### src/hw/rtl/dcdd_pkg.sv
`timescale 1ns / 1ps
// ----------------------------------------------------------------------------
// dcdd_pkg
// Shared types, constants and calendar functions for the date check and
// day difference block.
// ----------------------------------------------------------------------------
package dcdd_pkg;

    localparam int CALC_YEAR_BITS = 16;
    localparam int ORD_BITS       = 26;
    localparam int DIFF_BITS      = 22;
    localparam int STATUS_BITS    = 3;
    localparam int MAX_YEAR_BITS  = 14;

    localparam logic [MAX_YEAR_BITS-1:0] MAX_YEAR_RESET = 14'd2020;
    localparam logic [DIFF_BITS-1:0]     DIFF_MAX       = 22'd4194303;

    localparam logic [4:0] HOUR_MAX   = 5'd23;
    localparam logic [5:0] MINUTE_MAX = 6'd59;
    localparam logic [5:0] SECOND_MAX = 6'd59;

    // floor(x / 25) = (x * DIV25_MULT) >> DIV25_SHIFT, exact for 16-bit x
    localparam logic [17:0] DIV25_MULT  = 18'd167773;
    localparam int          DIV25_SHIFT = 22;

    typedef enum logic [STATUS_BITS-1:0] {
        STATUS_VALID     = 3'd0,
        STATUS_DATE_ERR  = 3'd1,
        STATUS_TIME_ERR  = 3'd2,
        STATUS_BOTH_ERR  = 3'd3,
        STATUS_ZERO_DATE = 3'd4
    } status_t;

    typedef logic [CALC_YEAR_BITS-1:0] year_t;
    typedef logic [ORD_BITS-1:0]       ordinal_t;

    function automatic logic [CALC_YEAR_BITS-1:0] div25(input logic [CALC_YEAR_BITS-1:0] x);
        logic [33:0] prod;
        prod = 34'(x) * 34'(DIV25_MULT);
        return CALC_YEAR_BITS'(prod[33:DIV25_SHIFT]);
    endfunction

    function automatic logic is_leap(input year_t y);
        logic [CALC_YEAR_BITS-1:0] q;
        logic [CALC_YEAR_BITS+4:0] back;
        logic                      by25;
        q    = div25(y);
        back = (21'(q) << 4) + (21'(q) << 3) + 21'(q);
        by25 = (back == 21'(y));
        return (y[1:0] == 2'd0) && (!by25 || (y[3:0] == 4'd0));
    endfunction

    function automatic logic [4:0] month_length(input logic [3:0] m, input year_t y);
        logic [4:0] len;
        case (m)
            4'd1, 4'd3, 4'd5, 4'd7, 4'd8, 4'd10, 4'd12: len = 5'd31;
            4'd4, 4'd6, 4'd9, 4'd11:                    len = 5'd30;
            4'd2:                                       len = is_leap(y) ? 5'd29 : 5'd28;
            default:                                    len = 5'd0;
        endcase
        return len;
    endfunction

    function automatic logic [8:0] days_before_month(input logic [3:0] m);
        logic [8:0] n;
        case (m)
            4'd0, 4'd1: n = 9'd0;
            4'd2:       n = 9'd31;
            4'd3:       n = 9'd59;
            4'd4:       n = 9'd90;
            4'd5:       n = 9'd120;
            4'd6:       n = 9'd151;
            4'd7:       n = 9'd181;
            4'd8:       n = 9'd212;
            4'd9:       n = 9'd243;
            4'd10:      n = 9'd273;
            4'd11:      n = 9'd304;
            4'd12:      n = 9'd334;
            default:    n = 9'd365;
        endcase
        return n;
    endfunction

    // 365*y + leap years before y + day of year
    function automatic ordinal_t ordinal(input year_t y, input logic [3:0] m,
                                         input logic [4:0] d);
        logic [CALC_YEAR_BITS:0]   y3, y99, y399;
        logic [CALC_YEAR_BITS-1:0] c4, c100, c400;
        logic [CALC_YEAR_BITS:0]   leaps;
        ordinal_t                  n;
        y3    = 17'(y) + 17'd3;
        y99   = 17'(y) + 17'd99;
        y399  = 17'(y) + 17'd399;
        c4    = CALC_YEAR_BITS'(y3 >> 2);
        c100  = div25(CALC_YEAR_BITS'(y99 >> 2));
        c400  = div25(CALC_YEAR_BITS'(y399 >> 4));
        leaps = 17'(c4) - 17'(c100) + 17'(c400);
        n = ORD_BITS'(y) * ORD_BITS'(365) + ORD_BITS'(leaps)
            + ORD_BITS'(days_before_month(m)) + ORD_BITS'(d);
        if ((m > 4'd2) && is_leap(y)) begin
            n = n + ORD_BITS'(1);
        end
        return n;
    endfunction

endpackage

### src/hw/rtl/date_check_and_day_difference.sv
`timescale 1ns / 1ps
// ----------------------------------------------------------------------------
// date_check_and_day_difference
// An accepted item passes through the input register, then the result
// register. Throughput: one item per cycle while m_tready keeps the result stage moving; the calendar check and
// both day ordinals are one combinational pass between the two registers.
// Reset: synchronous active-low aresetn empties both stages and sets max_year
// to 2020.
// ----------------------------------------------------------------------------
module date_check_and_day_difference #(
    parameter int YEAR_BITS = 14
) (
    input  logic                   aclk,
    input  logic                   aresetn,
    input  logic                   cfg_wr_en,
    input  logic [13:0]            cfg_wr_data,
    input  logic                   s_tvalid,
    output logic                   s_tready,
    // year_a, month_a, day_a, hour_a, minute_a, second_a, year_b, month_b, day_b
    input  logic [((2 * YEAR_BITS + 42) / 8) * 8 - 1:0] s_tdata,
    output logic                   m_tvalid,
    input  logic                   m_tready,
    // status, day_difference
    output logic [31:0]            m_tdata
);

    localparam int IN_BITS  = 2 * YEAR_BITS + 35;

    localparam int MA_LO = YEAR_BITS;
    localparam int DA_LO = MA_LO + 4;
    localparam int HH_LO = DA_LO + 5;
    localparam int MI_LO = HH_LO + 5;
    localparam int SS_LO = MI_LO + 6;
    localparam int YB_LO = SS_LO + 6;
    localparam int MB_LO = YB_LO + YEAR_BITS;
    localparam int DB_LO = MB_LO + 4;

    logic [dcdd_pkg::MAX_YEAR_BITS-1:0] max_year_reg;
    logic                               in_valid_reg;
    logic [IN_BITS-1:0]                 in_data_reg;
    logic                               out_valid_reg;
    logic [dcdd_pkg::STATUS_BITS-1:0]   status_reg;
    logic [dcdd_pkg::DIFF_BITS-1:0]     diff_reg;

    logic                               adv;
    logic [dcdd_pkg::STATUS_BITS-1:0]   status_next;
    logic [dcdd_pkg::DIFF_BITS-1:0]     diff_next;

    dcdd_pkg::year_t   ya, yb;
    logic [3:0]        ma, mb;
    logic [4:0]        da, db, hh;
    logic [5:0]        mi, ss;
    logic              zero_date, date_bad, time_bad;
    dcdd_pkg::ordinal_t oa, ob, day_gap;

    assign adv      = !out_valid_reg || m_tready;
    assign s_tready = adv || !in_valid_reg;
    assign m_tvalid = out_valid_reg;
    assign m_tdata  = {7'd0, diff_reg, status_reg};

    always_ff @(posedge aclk) begin
        if (!aresetn) begin
            max_year_reg <= dcdd_pkg::MAX_YEAR_RESET;
        end else if (cfg_wr_en) begin
            max_year_reg <= cfg_wr_data;
        end
    end

    always_ff @(posedge aclk) begin
        if (!aresetn) begin
            in_valid_reg  <= 1'b0;
            out_valid_reg <= 1'b0;
        end else begin
            if (s_tready) begin
                in_valid_reg <= s_tvalid;
            end
            if (adv) begin
                out_valid_reg <= in_valid_reg;
            end
        end
    end

    always_ff @(posedge aclk) begin
        if (s_tready && s_tvalid) begin
            in_data_reg <= s_tdata[IN_BITS-1:0];
        end
        if (adv && in_valid_reg) begin
            status_reg <= status_next;
            diff_reg   <= diff_next;
        end
    end

    always_comb begin
        ya = dcdd_pkg::CALC_YEAR_BITS'(in_data_reg[MA_LO-1:0]);
        ma = in_data_reg[DA_LO-1:MA_LO];
        da = in_data_reg[HH_LO-1:DA_LO];
        hh = in_data_reg[MI_LO-1:HH_LO];
        mi = in_data_reg[SS_LO-1:MI_LO];
        ss = in_data_reg[YB_LO-1:SS_LO];
        yb = dcdd_pkg::CALC_YEAR_BITS'(in_data_reg[MB_LO-1:YB_LO]);
        mb = in_data_reg[DB_LO-1:MB_LO];
        db = in_data_reg[IN_BITS-1:DB_LO];

        zero_date = (ya == '0) && (ma == 4'd0) && (da == 5'd0);
        date_bad  = !((ya <= dcdd_pkg::CALC_YEAR_BITS'(max_year_reg))
                      && (ma >= 4'd1) && (ma <= 4'd12) && (da >= 5'd1)
                      && (da <= dcdd_pkg::month_length(ma, ya)));
        time_bad  = !((hh <= dcdd_pkg::HOUR_MAX) && (mi <= dcdd_pkg::MINUTE_MAX)
                      && (ss <= dcdd_pkg::SECOND_MAX));

        oa      = dcdd_pkg::ordinal(ya, ma, da);
        ob      = dcdd_pkg::ordinal(yb, mb, db);
        day_gap = (oa > ob) ? (oa - ob) : (ob - oa);

        diff_next = '0;
        if (zero_date) begin
            status_next = dcdd_pkg::STATUS_ZERO_DATE;
        end else if (date_bad && time_bad) begin
            status_next = dcdd_pkg::STATUS_BOTH_ERR;
        end else if (date_bad) begin
            status_next = dcdd_pkg::STATUS_DATE_ERR;
        end else if (time_bad) begin
            status_next = dcdd_pkg::STATUS_TIME_ERR;
        end else begin
            status_next = dcdd_pkg::STATUS_VALID;
            if (day_gap > dcdd_pkg::ORD_BITS'(dcdd_pkg::DIFF_MAX)) begin
                diff_next = dcdd_pkg::DIFF_MAX;
            end else begin
                diff_next = day_gap[dcdd_pkg::DIFF_BITS-1:0];
            end
        end
    end

    a_err_no_diff: assert property (@(posedge aclk) disable iff (!aresetn)
        (out_valid_reg && (status_reg != dcdd_pkg::STATUS_VALID)) |-> (diff_reg == '0))
        else $error("nonzero day difference on an invalid date");

    a_status_range: assert property (@(posedge aclk) disable iff (!aresetn)
        out_valid_reg |-> (status_reg <= dcdd_pkg::STATUS_ZERO_DATE))
        else $error("status code out of range");

    a_full_stall: assert property (@(posedge aclk) disable iff (!aresetn)
        (in_valid_reg && out_valid_reg && !m_tready) |-> !s_tready)
        else $error("input taken while both stages are full and stalled");

    a_accept_fills: assert property (@(posedge aclk) disable iff (!aresetn)
        (s_tvalid && s_tready) |=> in_valid_reg)
        else $error("accepted item lost from input stage");

endmodule

### config.mk
export PLATFORM = sky130hd
export DESIGN_NAME = date_check_and_day_difference
export DESIGN_NICKNAME = d
export VERILOG_FILES = /design/src/hw/rtl/dcdd_pkg.sv /design/src/hw/rtl/date_check_and_day_difference.sv
export SDC_FILE = /design/constraint.sdc
export NUM_CORES = 2
export LEC_CHECK = 0
export ABC_AREA = 1
export BUFFER_PORTS_ARGS = -buffer_cell sky130_fd_sc_hd__buf_2
export CAP_MARGIN = 20
export CORE_MARGIN = 4
export CORE_UTILIZATION = 50
export DETAILED_ROUTE_END_ITERATION = 8
export GPL_TIMING_DRIVEN = 0
export PLACE_DENSITY = 0.71
export REMOVE_ABC_BUFFERS = 1
export SYNTH_ARGS = -nofsm -noshare
export SYNTH_HDL_FRONTEND = slang
export SYNTH_SLANG_ARGS = --single-unit
### constraint.sdc
create_clock -name aclk -period 37.5 [get_ports aclk]
set_input_delay 1.875 -clock aclk [delete_from_list [all_inputs] [get_ports aclk]]
set_output_delay 1.875 -clock aclk [all_outputs]
set_load 0.05 [all_outputs]
==> summary.md <==
The run finished with clean final reports. The number of inserted filler cells in the final layout was 8,271. The logs give 0.0579 GHz for the highest clock rate and 20.23 ns for the reg-to-reg setup timing slack. Data arrival time of the critical path: 17.54 ns. The most used flip-flop cell after synthesis is sky130_fd_sc_hd__edfxtp_1. After detailed routing, the number of remaining DRC violations is 0.

The worst hold path belongs to the class register to register. Among cell families on the critical path, the largest total delay comes from adder cells. Counting flops and latches in the post-synthesis netlist gives 115. For the detailed placement HPWL, the log shows 95.9 mm.

The count of distinct cell types in the synthesized netlist was 63. The first global-routing pass estimated 180 mm of wire. The clock passes through at most 2 buffers.

The count of nets left with antenna violations once routing finished came out at 0. The number of failing hold endpoints at the final stage was 0; the final routed wirelength across all metal layers was 108 mm. The run gives 0 as the number of max-slew violations in the final report.

Sequential cells were found to cover 7.01% of the synthesized design area. The slowest stage of the critical path is the sky130_fd_sc_hd__edfxtp_1 cell. Entering global routing, the biggest net connects 40 pins. For the detailed-router iteration count before antenna repair, the log shows 5. The cell row count is 109. Counting every sink on the clock net gives 115. Most frequently used cell type in the post-synthesis netlist: sky130_fd_sc_hd__inv_1. The cell count after synthesis came out at 5,490. The tools report the setup-violating endpoint count in the final report as 0.

In this run the number of H-tree levels came out at 4. The via count of the first global-routing pass came out at 35,600. The die covers 93,600 µm². 117 I/O pins were placed. TritonCTS built the clock tree. The combined global-route utilization of all metal layers is 24.1%, and the number of enable-type register cells in the synthesized netlist is 81.

Max-cap violations in this run came to 0. The fraction of registers with async set/reset was 0%. Across the routed clock network, the largest skew measured is 0.0254 ns.

Setup repair after global routing left no endpoint under its margin. The tools report the capturing element type of the critical path as a register. The detailed router placed 34,300 vias in this run. The worst stage delay on the critical path came out at 1.06 ns. The count of input and output buffers works out to 101. The smallest clock period supported by the final layout is computed as 17.27 ns. The Yosys step of the flow raised 0 warnings. Chip height: 306 µm.

The library cell appearing most often on the critical path was sky130_fd_sc_hd__nand2_1. The finished cells cover 46,900 µm². In the routed layout, each cell is associated on average with a via count of 5.08. For the count of buffers added by post-CTS timing repair for setup, the log shows 0. After synthesis, the most frequently instantiated cells are sky130_fd_sc_hd__inv_1, sky130_fd_sc_hd__ha_1, sky130_fd_sc_hd__nand2_1, sky130_fd_sc_hd__fa_1, sky130_fd_sc_hd__a21oi_1. The root buffer cell chosen for the clock tree is sky130_fd_sc_hd__clkbuf_16. The worst hold path terminates at max_year_reg[13]. Relative to the synthesized area, the layout overhead comes to 5.72%.

The share of the synthesized area in the top cell type is 27.5%, and the average footprint of a synthesized cell is 8.08 µm². The post-route netlist has 4.52% of its cells at a drive strength greater than 1. The initial antenna violation count was 7. The worst register-to-register path ends at diff_reg[15].

The post-route fraction of the period consumed by the critical path came out at 46.1%. The worst max-slew margin expressed relative to the limit is 27.3%. The tools report the weighted congestion at the end of routability-driven global placement as 0.949.

Path type of the worst setup path: register to register. Mapped cell area: 44,400 µm². The worst register-to-register path begins at in_data_reg[40]. Post-CTS repair changed the size of 0 cells. The die outline width came out at 306 µm. Dividing the detail-routed wire length by the instance count gives 16.0 µm. Summing all multi-input logic gate instances after layout gives 35,400 µm². For the worst setup path, the data required time is 37.77 ns. In this run the worst path has a maximum fanout of 23. Summed over all failing endpoints, the final setup total negative slack is 0 ns. The tools report the global-route congestion overflow total as 0. Counting both buffers and inverters, the worst setup path holds a total of 10. Once the floorplan was initialized, standard cells occupied 50.3% of the core. The launch point of the worst hold path was max_year_reg[13]. In the post-synthesis netlist, the biggest area contributors are sky130_fd_sc_hd__fa_1, sky130_fd_sc_hd__ha_1, sky130_fd_sc_hd__inv_1, sky130_fd_sc_hd__nand2_1, sky130_fd_sc_hd__edfxtp_1. The worst setup path is launched from a register. After clock tree synthesis, the clock-pin slew on the worst setup and hold paths is 0.08 ns. The number of stages on the worst hold path was 2; the hold slack was 0.468 ns. Across the whole layout, storage elements account for 3110 µm².

For the pin with the worst max-slew slack, the measured transition is 1.08 ns. Summing all placed instances gives a cell area of 46,200 µm². For the count of hold buffers inserted by post-cts repair, the log shows 0.

Of all cell types, the one taking the most synthesized area is sky130_fd_sc_hd__fa_1. The later-pin clock latency in the skew report came out at 0.53 ns. The area of the core is 88,200 µm². The logs give 17 for the number of buffers added by the clock tree synthesis step and 1,913 for the iteration-0 DRC count of the detailed router. The tools report the net count reported at finish as 7,183. The worst reg2reg path depth came out at 73.
## cell families after synthesis
kind of cell | Yosys count | synth area share [%]
other | 2 | 0.0169
flip-flops | 115 | 7.01
adder cells (fa/ha/maj) | 1512 | 52.9
buffers and inverters | 1561 | 13.4
AO/OA/AOI/OAI | 513 | 6.51
AND/OR/NAND/NOR | 1528 | 15.0
XOR/XNOR | 259 | 5.11
## worst max path at each step
stage / to / startpoint / depth (start not counted) / slack, ns
CTS: diff_reg[15] / in_data_reg[40] / 73 / 19.84
detailed placement: diff_reg[0] / in_data_reg[40] / 72 / 19.98
global placement: diff_reg[21] / in_data_reg[0] / 73 / 20.17
global route: diff_reg[0] / in_data_reg[40] / 74 / 18.80
finish: diff_reg[15] / in_data_reg[40] / 73 / 20.23
floorplan: diff_reg[0] / in_data_reg[40] / 78 / 22.92
## layout make-up
class	count	area share, %
antenna	2	0.0107
clock buffer	20	1.04
clock inverter	12	0.224
inverter	1521	12.2
multi-input combinational	3821	75.3
sequential	115	6.63
tap	1165	3.11
timing repair buffer	112	1.46
## metrics by stage
step	util (%)	std cells	worst slack (ns)
floorplan	-	5457	22.92
global placement	52.3	6723	20.17
detailed placement	52.4	6729	19.98
CTS	53.1	6761	19.84
global route	53.2	6767	18.80
finish	53.2	6768	20.23
## metal layers
metal,vias up,global-route usage [%],part of all wire [%]
met4,6,6.05,2.2
met5,-,0,0.038
met2,864,38.2,44
met1,16200,33.5,46
met3,133,5.44,7.3
li1,17100,-,-
## worst min-delay path: stages, from the launching register on
cell                      delay, ns
sky130_fd_sc_hd__dfxtp_1       0.29
sky130_fd_sc_hd__inv_1         0.07
sky130_fd_sc_hd__a21oi_1       0.06
## cell usage in the layout, fill, tap and decap left out, types with 34 or more instances in the layout
master,count
sky130_fd_sc_hd__inv_1,1511
sky130_fd_sc_hd__ha_1,902
sky130_fd_sc_hd__nand2_1,865
sky130_fd_sc_hd__fa_1,610
sky130_fd_sc_hd__a21oi_1,266
sky130_fd_sc_hd__nor2_1,259
sky130_fd_sc_hd__xor2_1,202
sky130_fd_sc_hd__nand3_1,180
sky130_fd_sc_hd__o21ai_0,129
sky130_fd_sc_hd__buf_2,102
sky130_fd_sc_hd__edfxtp_1,81
sky130_fd_sc_hd__nand4_1,62
sky130_fd_sc_hd__xnor2_1,57
sky130_fd_sc_hd__dfxtp_1,34
Power is not shown: default switching activity piles up to over one toggle a cycle in this logic, so the estimate is an artifact.
